## src/vtu_pkg.sv

```systemverilog
// ----------------------------------------------------------------------------
// vtu_pkg
// Shared types and constants of the vertex transform unit: transform kinds,
// register map, coefficient bundle and pipeline occupancy status.
// ----------------------------------------------------------------------------
package vtu_pkg;

  // channel and register port geometry
  localparam int IO_W       = 32;
  localparam int HALF_W     = 32;
  localparam int CFG_DATA_W = 64;
  localparam int NUM_REGS   = 8;
  localparam int REG_IDX_W  = 3;
  localparam int ADDR_LSB   = 3;
  localparam int CFG_ADDR_W = REG_IDX_W + ADDR_LSB;

  // transform kind carried with every vector
  typedef enum logic [1:0] {
    KIND_POINT  = 2'd0,
    KIND_NORMAL = 2'd1,
    KIND_ROTATE = 2'd2,
    KIND_PASS   = 2'd3
  } kind_t;

  // register map, one 64-bit register per coefficient pair
  typedef enum logic [REG_IDX_W-1:0] {
    REG_M11_M12  = 3'd0,
    REG_M13_M21  = 3'd1,
    REG_M22_M23  = 3'd2,
    REG_M31_M32  = 3'd3,
    REG_M33_M41  = 3'd4,
    REG_M42_M43  = 3'd5,
    REG_QUAT_X_Y = 3'd6,
    REG_QUAT_Z_W = 3'd7
  } reg_idx_t;

  typedef logic [HALF_W-1:0] half_t;

  // raw coefficient halves as stored in the registers
  typedef struct packed {
    half_t [2:0][2:0] m;   // m[row][col], row-vector convention
    half_t [2:0]      tr;  // translation x, y, z
    half_t            qx;
    half_t            qy;
    half_t            qz;
    half_t            qw;
  } coef_t;

  // valid bits of the two register stages inside a pipeline section
  typedef struct packed {
    logic s1;
    logic s2;
  } stage_occ_t;

  // 1.0 in the low or high half of a register
  localparam logic [CFG_DATA_W-1:0] ONE_LOW  = 64'h0000_0000_0001_0000;
  localparam logic [CFG_DATA_W-1:0] ONE_HIGH = 64'h0001_0000_0000_0000;

  // register values after reset: identity matrix, unit quaternion
  function automatic logic [CFG_DATA_W-1:0] reg_reset(reg_idx_t idx);
    logic [CFG_DATA_W-1:0] val;
    unique case (idx)
      REG_M11_M12, REG_M22_M23, REG_M33_M41: val = ONE_LOW;
      REG_QUAT_Z_W:                          val = ONE_HIGH;
      default:                               val = '0;
    endcase
    return val;
  endfunction

endpackage

```

## src/vtu_cfg_regs.sv

```systemverilog
// ----------------------------------------------------------------------------
// vtu_cfg_regs
// APB-style register file holding the matrix and quaternion coefficients,
// unpacked into one coefficient bundle for the datapath.
// ----------------------------------------------------------------------------
module vtu_cfg_regs import vtu_pkg::*; (
  input  logic                  clk,
  input  logic                  rst_n,
  input  logic                  psel,
  input  logic                  penable,
  input  logic                  pwrite,
  input  logic [CFG_ADDR_W-1:0] paddr,
  input  logic [CFG_DATA_W-1:0] pwdata,
  output logic [CFG_DATA_W-1:0] prdata,
  output logic                  pready,
  output coef_t                 coef
);

  logic [CFG_DATA_W-1:0] cfg_r [NUM_REGS];
  logic [REG_IDX_W-1:0]  reg_idx;
  logic                  wr_en;

  // one register per 8-byte slot
  assign reg_idx = paddr[CFG_ADDR_W-1:ADDR_LSB];
  assign wr_en   = psel & penable & pwrite;
  assign pready  = 1'b1;
  assign prdata  = cfg_r[reg_idx];

  // register write in the access phase
  always_ff @(posedge clk) begin
    if (!rst_n) begin
      for (int i = 0; i < NUM_REGS; i++) begin
        cfg_r[i] <= reg_reset(reg_idx_t'(REG_IDX_W'(i)));
      end
    end else if (wr_en) begin
      cfg_r[reg_idx] <= pwdata;
    end
  end

  // coefficient unpacking, low half first
  assign coef.m[0][0] = cfg_r[REG_M11_M12][HALF_W-1:0];
  assign coef.m[0][1] = cfg_r[REG_M11_M12][CFG_DATA_W-1:HALF_W];
  assign coef.m[0][2] = cfg_r[REG_M13_M21][HALF_W-1:0];
  assign coef.m[1][0] = cfg_r[REG_M13_M21][CFG_DATA_W-1:HALF_W];
  assign coef.m[1][1] = cfg_r[REG_M22_M23][HALF_W-1:0];
  assign coef.m[1][2] = cfg_r[REG_M22_M23][CFG_DATA_W-1:HALF_W];
  assign coef.m[2][0] = cfg_r[REG_M31_M32][HALF_W-1:0];
  assign coef.m[2][1] = cfg_r[REG_M31_M32][CFG_DATA_W-1:HALF_W];
  assign coef.m[2][2] = cfg_r[REG_M33_M41][HALF_W-1:0];
  assign coef.tr[0]   = cfg_r[REG_M33_M41][CFG_DATA_W-1:HALF_W];
  assign coef.tr[1]   = cfg_r[REG_M42_M43][HALF_W-1:0];
  assign coef.tr[2]   = cfg_r[REG_M42_M43][CFG_DATA_W-1:HALF_W];
  assign coef.qx      = cfg_r[REG_QUAT_X_Y][HALF_W-1:0];
  assign coef.qy      = cfg_r[REG_QUAT_X_Y][CFG_DATA_W-1:HALF_W];
  assign coef.qz      = cfg_r[REG_QUAT_Z_W][HALF_W-1:0];
  assign coef.qw      = cfg_r[REG_QUAT_Z_W][CFG_DATA_W-1:HALF_W];

endmodule

```

## config.mk

```make
export PLATFORM = sky130hd
export DESIGN_NAME = vtu_cfg_regs
export DESIGN_NICKNAME = d
export VERILOG_FILES = /design/src/vtu_pkg.sv /design/src/vtu_cfg_regs.sv
export SDC_FILE = /design/constraint.sdc
export NUM_CORES = 1
export LEC_CHECK = 0
export BUFFER_PORTS_ARGS = -buffer_cell sky130_fd_sc_hd__buf_4
export CORE_AREA = 2 2 251 253
export CTS_CLUSTER_DIAMETER = 50
export CTS_CLUSTER_SIZE = 20
export DETAILED_ROUTE_END_ITERATION = 16
export DIE_AREA = 0 0 253 255
export SLEW_MARGIN = 30
export SYNTH_ARGS = -nofsm -noshare
export SYNTH_HDL_FRONTEND = slang
export SYNTH_SLANG_ARGS = --single-unit
```

## constraint.sdc

```tcl
create_clock -name clk -period 4.9 [get_ports clk]
set_input_delay 0.98 -clock clk [delete_from_list [all_inputs] [get_ports clk]]
set_output_delay 0.98 -clock clk [all_outputs]
set_load 0.05 [all_outputs]
```

[After elaboration in Yosys (flattened, before gate mapping)]
Memories as Yosys holds them, arrays and structs flattened.
Cells that the tools add are included.
Storage, ports and cells
  output and inout bits: 577
  bits of input ports: 75
  RAM bits: 512
  memories kept: 1
  bits in registers: 0
Memory list
  cfg_r: depth 8, width 64, read ports 9, clocked after memory_dff 0, write ports 8, RTL line vtu_cfg_regs.sv:19  | logic [CFG_DATA_W-1:0] cfg_r [NUM_REGS];
Cells by class
  reductions and logical operators: 1
  bitwise operators: 2
  mux-type cells: 10
Operators with widths (count)
  $mux W64: 4
  $reduce_or A64 Y1: 1
  $mux W1: 5
  $mux W3: 1
  $and A1 B1 Y1: 2

[Longest topological paths before layout]
Gate-level depths: netlist of run 1.
  depth after elaboration: 7
  gate-level depth with buffers: 6
  mapped depth without buffers: 3

[Worst setup path after synthesis of run 1]
No wires, ideal clock.
  path type: input to register
  start: input paddr[3]
  end: memory cfg_r[4][0], enable pin
  cell stages on the path: 5
  data arrival time: 3354 ps
  library setup time: 433 ps
  setup slack: 1113 ps
  path through: buf_2 -> buf_2 -> nor3_1 -> buf_2 -> nand2b_1
RTL lines
  from (decl): RTL line vtu_cfg_regs.sv:12  | input logic [CFG_ADDR_W-1:0] paddr,
  to (decl): RTL line vtu_cfg_regs.sv:19

[Final worst setup path of run 1]
  start: input paddr[3]
  end: output prdata[5]
Between the ends
  cells in the longest elaborated chain, start to end: 1
Ends and longest elaborated chain
  $mem_v2 Z8 W64
  to (decl): RTL line vtu_cfg_regs.sv:14  | output logic [CFG_DATA_W-1:0] prdata,
No other way between the ends.

==> key figures, run 1 <==
Outcome
  • Status: complete, no violations

Final layout
  • Finished layout cell area: 30600 um2
  • Layout area overhead: 33.8%
  • Final non-filler cell total: 2824
  • Post-layout util: 0.492
  • Biggest register: cfg_r
  • Nets: 2053
  • Largest regs: cfg_r (512)
  • Layout cells sized above 1: 0.485
  • Max reg flops: 512

Yosys
  • Mapped cell area: 22800 um2
  • Cells after Synth: 1338
  • Commonest register cell after synthesis: edfxtp_1
  • Count leader, synth: edfxtp_1
  • Commonest cells in the synthesized netlist: edfxtp_1 (512), and2_1 (508), mux4_2 (127), mux2_2 (63), clkbuf_2 (30)
  • Synth area leader: edfxtp_1
  • Syn Area/Cell: 17.1 um2
  • Synth async-reset ratio: 0
  • Synth top area share: 0.673
  • Top post-synthesis cells by area: edfxtp_1 (67%), and2_1 (14%), mux4_2 (13%)
  • Number of synthesized flops with an enable pin: 512
  • #FFs+latches synth: 512
  • Syn nets: 1413
  • Yosys cell types: 26
  • Sequential-to-total area share from yosys stat: 0.673
  • Yosys Warn Count: 0

STA
  • Final period util: 0.821
  • Hold Vio Cnt, Final: 0
  • Final Setup Violations: 0
  • Worst-Margin Slew: 1040 ps
  • Period minus WS final: 4020 ps
  • F_max: 248 MHz
  • TNS Setup: 0 ps
  • Worst slew margin: 0.306
  • Unrepaired setup endpoints after global routing: no
  • Slew Viols, Final: 0

Worst hold path
  • Hold crit path type: input port to flop

GRT
  • Via count of the first global-routing pass: 15200
  • Largest net degree at the start of global routing: 72
  • Antenna violations before repair: 5
  • Total gr overflow: 0
  • First-pass GRT wire length: 112 mm
  • Global Route Usage Sum: 0.244

Routing
  • Post-route ant nets: 0
  • Iter 0 DRT Violations: 1198
  • Drt wl/cell: 28.5 um
  • Vias: 14652
  • DRC errors left: 0
  • Via density per instance: 5.19
  • Final wirelength: 80.5 mm
  • First-pass iteration count of the detailed router: 5

Worst setup path
  • WP buf/inv: 3
  • Crit path max fanout: 63
  • Slowest stage delay, CP: 570 ps
  • Critical path launch point type: input port
  • Largest delay share family, worst path: buffers and inverters
  • Critical Path AT: 3040 ps
  • Worst path cell trace: buf_8 > buf_12 > mux4_2 > mux2_2 > buf_4
  • Worst EP required: 3920 ps
  • CP max-delay cell: buf_8
  • Crit end category: primary output
  • Type of the worst setup path: input port to primary output

Pwr
  • Sw Share: 0.323
  • Combinational share of power: 0.197
  • Pwr per Cell Area: 384 nW/um2
  • Leakage power: 11.8 nW
  • Peak supply drop: 0.000329 V
  • Switch Pwr: 3.79 mW
  • Clock Power Share: 0.358
  • Sequential Power Share: 0.445
  • Internal power: 7.95 mW

Placement
  • Port-buffer cells: 647
  • Detailed Place HPWL: 51.1 mm
  • Post-DP Area: 28700 um2
  • RePlAce Congestion: 0.873
  • Cells after DPL: 2720

Clock network
  • CTS clk-pin slew, worst paths: 70 ps
  • Sinks on the clock net: 512
  • Htree depth: 2
  • CTS resizes: 0
  • CTS tree: yes
  • Clock Tree Buf Depth: 3
  • CTS Buf Count: 55
  • Setup bufs post-CTS: 0
  • Hold_buf cts: 0
  • CTS Root Cell: clkbuf_16

Floorplanning
  • Die Span X: 253 um
  • Core area: 62200 um2
  • Top Ports: 652
  • FP Rows: 92
  • Die Height: 255 um
  • Initial Utilization: 0.367
  • Total die area: 64500 um2

Job
  • Max cap viols: 0
==> path summary, 6_finish.rpt <==
check / startpoint / end / slack (ps) / cells past startpoint
setup / recovery: paddr[3] / prdata[5] / 880 / 5
hold / removal: pwdata[48] / cfg_r[7][48] / 690 / 2
==> through the flow <==
step | total power [mW] | setup slack [ps] | hold WS, ps
final | 11.7 | 875 | 686
after global routing | 12.1 | 747 | 675
after CTS | 11.8 | 827 | 651
after detailed placement | 7.65 | 831 | 1300
after global placement | 7.64 | 855 | 1290
after floorplan | 6.79 | 1110 | 1160
==> cell usage in the layout, fill, tap and decap left out, types with 6 or more instances in the layout <==
cell / n
clkinvlp_4: 6
inv_6: 7
buf_4: 662
mux2_2: 63
nand2b_4: 8
clkinv_8: 8
buf_12: 12
clkinv_2: 6
mux4_2: 127
and2_1: 508
clkbuf_16: 56
edfxtp_1: 512
==> routing by layer <==
metal	global-route usage	routed length, um	vias to the layer above
li1	-	-	6274
met2	0.414	40300	644
met5	0	26	-
met1	0.305	31000	7602
met4	0.0800	2430	4
met3	0.0655	6780	128
==> layout make-up <==
class / instances / area (um2)
multi-input cells: 731 / 7050
clock inverters: 44 / 443
flip-flops and latches: 512 / 15400
diodes: 2 / 5.00
repair buffers: 677 / 5260
fillers: 5352 / 31600
clock buffers: 58 / 1410
inverters: 1 / 3.75
well taps: 799 / 1000
==> cell families (layout without fill, tap and decap cells) <==
group,after synthesis,after routing,share of synthesized area
muxes,191,191,0.157
buffers and inverters,95,780,0.0221
DFF,512,512,0.673
AOI/OAI and AO/OA,3,3,0.00110
and+or+nand+nor,536,536,0.147
other,1,3,0.000164
==> power by group through the flow <==
stage          sequential [mW]  clock [mW]  combinational, mW
2_1_floorplan             6.13           0              0.668
3_3_place_gp              5.31           0               2.33
3_5_place_dp              5.32           0               2.33
4_1_cts                   5.22        4.26               2.34
5_1_grt                   5.24        4.42               2.39
6_report                  5.22        4.20               2.32
(Power assumes the default switching activity.)
==> inputs of run 2 (changes only) <==
--- a/config.mk
+++ b/config.mk
@@ -5,12 +5,13 @@
 export SDC_FILE = /design/constraint.sdc
 export NUM_CORES = 1
 export LEC_CHECK = 0
+export ABC_AREA = 1
 export BUFFER_PORTS_ARGS = -buffer_cell sky130_fd_sc_hd__buf_4
-export CORE_AREA = 2 2 251 253
+export CORE_AREA = 2 2 254 256
 export CTS_CLUSTER_DIAMETER = 50
 export CTS_CLUSTER_SIZE = 20
 export DETAILED_ROUTE_END_ITERATION = 16
-export DIE_AREA = 0 0 253 255
+export DIE_AREA = 0 0 256 258
 export SLEW_MARGIN = 30
 export SYNTH_ARGS = -nofsm -noshare
 export SYNTH_HDL_FRONTEND = slang
==> constraint.sdc (replaced) <==
create_clock -name clk -period 3.65 [get_ports clk]
set_input_delay 0.73 -clock clk [delete_from_list [all_inputs] [get_ports clk]]
set_output_delay 0.73 -clock clk [all_outputs]
set_load 0.05 [all_outputs]
==> run 2 against run 1 <==
Against the previous run:
- synthesized cell count increased by 95%
- sequential share of layout area is 1.6 points lower
- sequential power up 34%
- area after synthesis rose by 3.8%
- critical path depth rose by 3
- wire length grew 19%
- largest cell class unchanged
- highest routed layer unchanged
==> key figures, run 2 <==
Yosys
  • Commonest cells in the synthesized netlist: nand2_1 (1338), edfxtp_1 (512), nor2_1 (502), buf_2 (69), inv_1 (66)
  • Yosys Warn Count: 0 (unchanged)
  • Yosys cell types: 19 (-27%)
  • Syn Area/Cell: 9.08 um2 (-47%)
  • Synth async-reset ratio: 0 (unchanged)
  • Synth area leader: edfxtp_1
  • Commonest register cell after synthesis: edfxtp_1
  • Cells after Synth: 2611 (+95%)
  • Synth top area share: 0.648 (-0.0247)
  • Count leader, synth: nand2_1
  • Sequential-to-total area share from yosys stat: 0.648 (-0.0247)
  • Syn nets: 2686 (+90%)
  • Number of synthesized flops with an enable pin: 512 (unchanged)
  • Mapped cell area: 23700 um2 (+3.8%)
  • Top post-synthesis cells by area: edfxtp_1 (65%), nand2_1 (21%), nor2_1 (7.9%)
  • #FFs+latches synth: 512 (unchanged)

Floorplanning
  • FP Rows: 93 (+1.1%)
  • Total die area: 66000 um2 (+2.4%)
  • Die Height: 258 um (+1.2%)
  • Die Span X: 256 um (+1.2%)
  • Core area: 63600 um2 (+2.4%)
  • Top Ports: 652 (unchanged)
  • Initial Utilization: 0.372 (+0.00508)

Routing
  • WL met2: 46.4 mm (+15%)
  • DRC errors left: 0 (unchanged)
  • Final wirelength: 95.8 mm (+19%)
  • Iter 0 DRT Violations: 2009 (+68%)
  • Vias: 20915 (+43%)
  • Met1 wire length: 36.1 mm (+17%)
  • Drt wl/cell: 23.3 um (-18%)
  • Post-route ant nets: 0 (unchanged)
  • DR top layer: met5
  • Routed wl met3: 8.85 mm (+31%)
  • Via density per instance: 5.08 (-2.1%)
  • First-pass iteration count of the detailed router: 6 (+1)

STA
  • Worst slew margin: 0.468 (+0.162)
  • TNS Setup: 0 ps (unchanged)
  • Period minus WS final: 3050 ps
  • Slew Viols, Final: 0 (unchanged)
  • Hold WS: 506 ps (-181 ps)
  • Final Setup Violations: 0 (unchanged)
  • F_max: 328 MHz
  • Final setup margin: 602 ps (-274 ps)
  • Hold Vio Cnt, Final: 0 (unchanged)
  • Unrepaired setup endpoints after global routing: no
  • Worst-Margin Slew: 798 ps (-243 ps)
  • Final period util: 0.835

Final layout
  • Biggest register: cfg_r
  • Max reg flops: 512 (unchanged)
  • Final non-filler cell total: 4119 (+46%)
  • Most frequent cells in the layout: nand2_1 (1330), buf_4 (668), edfxtp_1 (512), nor2_1 (502), inv_1 (66)
  • Layout area overhead: 33.0%
  • Nets: 3288 (+60%)
  • Commonest non-fill, non-tap cell in the layout: nand2_1
  • Layout cells sized above 1: 0.254 (-0.231)
  • Largest regs: cfg_r (512)
  • Post-layout util: 0.496 (+0.00404)

Clock network
  • CTS resizes: 0 (unchanged)
  • Setup bufs post-CTS: 0 (unchanged)
  • CTS clk-pin slew, worst paths: 60 ps (about the same)
  • CTS tree: yes
  • CTS Buf Count: 59 (+7.3%)
  • Hold_buf cts: 0 (unchanged)
  • CTS Root Cell: clkbuf_16
  • Htree depth: 2 (unchanged)
  • Clock Tree Buf Depth: 3 (unchanged)
  • Sinks on the clock net: 512 (unchanged)

Pwr
  • Pwr per Cell Area: 522 nW/um2 (+36%)
  • Peak supply drop: 0.000402 V (+22%)
  • Leakage power: 14.8 nW (+26%)

GRT
  • Total gr overflow: 0 (unchanged)
  • Antenna violations before repair: 3 (-2)
  • Via count of the first global-routing pass: 20531 (+35%)
  • Global Route Usage Sum: 0.281 (+0.0370)
  • First-pass GRT wire length: 138 mm (+23%)
  • Largest net degree at the start of global routing: 82 (+14%)

Worst setup path
  • Crit path max fanout: 55 (-13%)
  • Critical path launch point type: input port
  • Worst EP required: 2920 ps (-1000 ps)
  • WP buf/inv: 4 (+1)
  • Type of the worst setup path: input port to primary output
  • Crit end category: primary output
  • Critical Path AT: 2320 ps (-720 ps)
  • CP max-delay cell: inv_4
  • Largest delay share family, worst path: buffers and inverters
  • Slowest stage delay, CP: 380 ps (-190 ps)
  • Worst path cell trace: buf_6 > inv_4 > buf_12 > nand2_1 > nand2_1 > nand2_1 > nand2_1 > buf_4
  • Crit path top cell by count: nand2_1

Placement
  • RePlAce Congestion: 0.918 (+5.2%)
  • Detailed Place HPWL: 59.8 mm (+17%)
  • Cells after DPL: 4007 (+47%)
  • Port-buffer cells: 647 (unchanged)
  • DP Worst Slack: 606 ps (-225 ps)

Outcome
  • Status: complete, no violations

Job
  • Max cap viols: 0 (unchanged)

Worst hold path
  • Hold crit path type: input port to flop
run 2: kinds of logic (layout without fill, tap and decap cells):
kind of cell,after synthesis,in the layout,synth area share
AND/OR/NAND/NOR,1874,1874,0.302
flip-flops,512,512,0.648
buffers and inverters,224,876,0.0497
other,1,2,0.000158
run 2: path summary, 6_finish.rpt:
kind                  startpoint            to  slack, ps  cells after the start
worst max-delay path    paddr[4]    prdata[34]        600                      8
worst min-delay path  pwdata[18]  cfg_r[2][18]        510                      3
run 2: metal layers:
layer  up-vias  GRT usage
met5         -          0
met4         4      0.127
met3       233     0.0718
met2      1130      0.473
met1     10105      0.341
li1       9443          -
run 2: cell type report:
cell class | count | area, um2
flip-flops and latches | 512 | 15400
multi-input cells | 1875 | 7240
inverters | 69 | 270
diodes | 1 | 2.50
well taps | 855 | 1070
clock inverters | 49 | 544
fillers | 5894 | 32100
clock buffers | 62 | 1490
repair buffers | 696 | 5550
run 2: per-stage QoR:
step	cell area [um2]	total power, mW
6_report	31500	16.5
4_1_cts	31500	16.5
5_1_grt	31500	16.9
3_5_place_dp	29500	10.4
2_1_floorplan	23700	9.23
3_3_place_gp	29500	10.4
run 2: power by group:
part           switching [mW]  internal (mW)  leakage [nW]  total, mW
combinational            2.49          0.812          8.98       3.31
sequential              0.219           6.79          4.87       7.01
clock                    2.72           3.43         0.984       6.15
==> inputs of run 3 (changes only) <==
==> constraint.sdc (replaced) <==
create_clock -name clk -period 2.6 [get_ports clk]
set_input_delay 0.52 -clock clk [delete_from_list [all_inputs] [get_ports clk]]
set_output_delay 0.52 -clock clk [all_outputs]
set_load 0.05 [all_outputs]
==> run 3 against run 2 <==
Against the previous run:
- global-route usage fell by 0.39 points
- wire length fell by 1.4%
- setup slack got worse by 370 ps
- count of clock-buffer cells in the layout up 5
- non-clock buffer count rose by 19
- via count is 0.90% lower
- sequential power grew 40%
- utilization increased by 0.74 points
- hold slack got worse by 210 ps
- critical path type unchanged
- critical endpoint is now prdata[38]
==> key figures, run 3 (synthesized netlist as in run 2, its figures left out) <==
Floorplanning
  • Die Span X: 256 um (unchanged)
  • Total die area: 66000 um2 (unchanged)
  • FP Rows: 93 (unchanged)
  • Core area: 63600 um2 (unchanged)
  • Top Ports: 652 (unchanged)
  • Die Height: 258 um (unchanged)
  • Initial Utilization: 0.372 (unchanged)

Pwr
  • Pwr per Cell Area: 735 nW/um2 (+41%)
  • Peak supply drop: 0.000610 V (+52%)
  • Leakage power: 15.0 nW (+1.4%)

Clock network
  • CTS tree: yes
  • CTS resizes: 0 (unchanged)
  • CTS Root Cell: clkbuf_16
  • Clock Tree Buf Depth: 3 (unchanged)
  • Sinks on the clock net: 512 (unchanged)
  • CTS clk-pin slew, worst paths: 60 ps (about the same)
  • Setup bufs post-CTS: 0 (unchanged)
  • Hold_buf cts: 0 (unchanged)
  • CTS Buf Count: 61 (+3.4%)
  • Htree depth: 2 (unchanged)

Routing
  • Via density per instance: 5.00 (-1.5%)
  • Post-route ant nets: 0 (unchanged)
  • Drt wl/cell: 22.8 um (-1.9%)
  • DRC errors left: 0 (unchanged)
  • Final wirelength: 94.5 mm (-1.4%)
  • Iter 0 DRT Violations: 2060 (+2.5%)
  • Vias: 20726 (-0.90%)
  • First-pass iteration count of the detailed router: 6 (unchanged)

Worst setup path
  • Worst path cell trace: buf_8 > inv_8 > buf_12 > nand2_1 > nand2_1 > nand2_1 > nand2_1 > nand2_1 > nand2_1 > buf_4
  • Worst EP required: 2080 ps (-840 ps)
  • Crit path top cell by count: nand2_1
  • Crit end category: primary output
  • CP Launch Point: paddr[3]
  • Slowest stage delay, CP: 300 ps (-80 ps)
  • Critical Path AT: 1850 ps (-470 ps)
  • Crit path max fanout: 66 (+20%)
  • Type of the worst setup path: input port to primary output
  • CP max-delay cell: buf_12
  • Critical path launch point type: input port

Final layout
  • Layout area overhead: 35.0%
  • Nets: 3309 (+0.64%)
  • Biggest register: cfg_r
  • Most frequent cells in the layout: nand2_1 (1330), buf_4 (671), edfxtp_1 (512), nor2_1 (502), inv_1 (66)
  • Max reg flops: 512 (unchanged)
  • Finished layout cell area: 32000 um2 (+1.5%)
  • Commonest non-fill, non-tap cell in the layout: nand2_1
  • Layout fillers: 5909 (+0.25%)
  • Largest regs: cfg_r (512)
  • Layout cells sized above 1: 0.260 (+0.00613)

Job
  • Max cap viols: 0 (unchanged)

STA
  • Worst slew margin: 0.387 (-0.0814)
  • Unrepaired setup endpoints after global routing: no
  • Worst-Margin Slew: 920 ps (+122 ps)
  • Hold Vio Cnt, Final: 0 (unchanged)
  • Slew Viols, Final: 0 (unchanged)
  • TNS Setup: 0 ps (unchanged)
  • Final period util: 0.912
  • Period minus WS final: 2370 ps
  • F_max: 422 MHz
  • Final Setup Violations: 0 (unchanged)

GRT
  • Total gr overflow: 0 (unchanged)
  • Via count of the first global-routing pass: 20058 (-2.3%)
  • Global Route Usage Sum: 0.277 (-0.00394)
  • First-pass GRT wire length: 136 mm (-1.5%)
  • Largest net degree at the start of global routing: 85 (+3.7%)
  • Antenna violations before repair: 4 (+1)

Worst hold path
  • Hold crit path type: input port to flop
  • Min-delay src: pwdata[58]

Placement
  • Detailed Place HPWL: 60.1 mm (+0.40%)
  • Post-DP Area: 29900 um2 (+1.2%)
  • Port-buffer cells: 647 (unchanged)
  • RePlAce Congestion: 0.938 (+2.1%)

Outcome
  • Status: complete, no violations
## run 3: path summary, 6_finish.rpt
path      endpoint  slack, ps  cells past startpoint
max     prdata[38]        230                     10
min   cfg_r[0][58]        300                      3
## run 3: layout make-up
class,count,area (um2),area share
repair buffers,715,5900,0.184
flip-flops and latches,512,15400,0.480
inverters,69,270,0.00844
multi-input cells,1875,7240,0.226
well taps,855,1070,0.0334
clock buffers,67,1590,0.0497
diodes,2,5.00,0.000156
clock inverters,48,558,0.0174
## run 3: metrics by stage
step           hold WS, ps  std cells  power (mW)  setup WS, ps  utilization
4_1_cts                266       4141        23.6           235        0.503
3_5_place_dp           930       4026        14.7           198        0.469
3_3_place_gp           920       4026        14.7           235        0.469
6_report               297       4143        23.5           229        0.503
5_1_grt                304       4143        24.2           121        0.503
2_1_floorplan          789       2611        13.0          -521            -
## run 3: worst max-delay path, delay by kind of cell
family / cells / cell delay [ps]
simple gates: 6 / 470
buf+inv: 4 / 780
## run 3: power breakdown
part | total [mW] | leakage, nW | switching [mW] | internal, mW
logic | 4.69 | 9.15 | 3.50 | 1.19
clock network | 9.01 | 1.02 | 3.91 | 5.10
registers | 9.83 | 4.87 | 0.302 | 9.53
## run 3: metal layers
layer / vias to the layer above / GRT usage / routed length [um]
li1: 9492 / - / -
met1: 9918 / 0.338 / 35700
met2: 1092 / 0.469 / 45800
met3: 220 / 0.0715 / 9000
met4: 4 / 0.116 / 3960
met5: - / 0 / 27
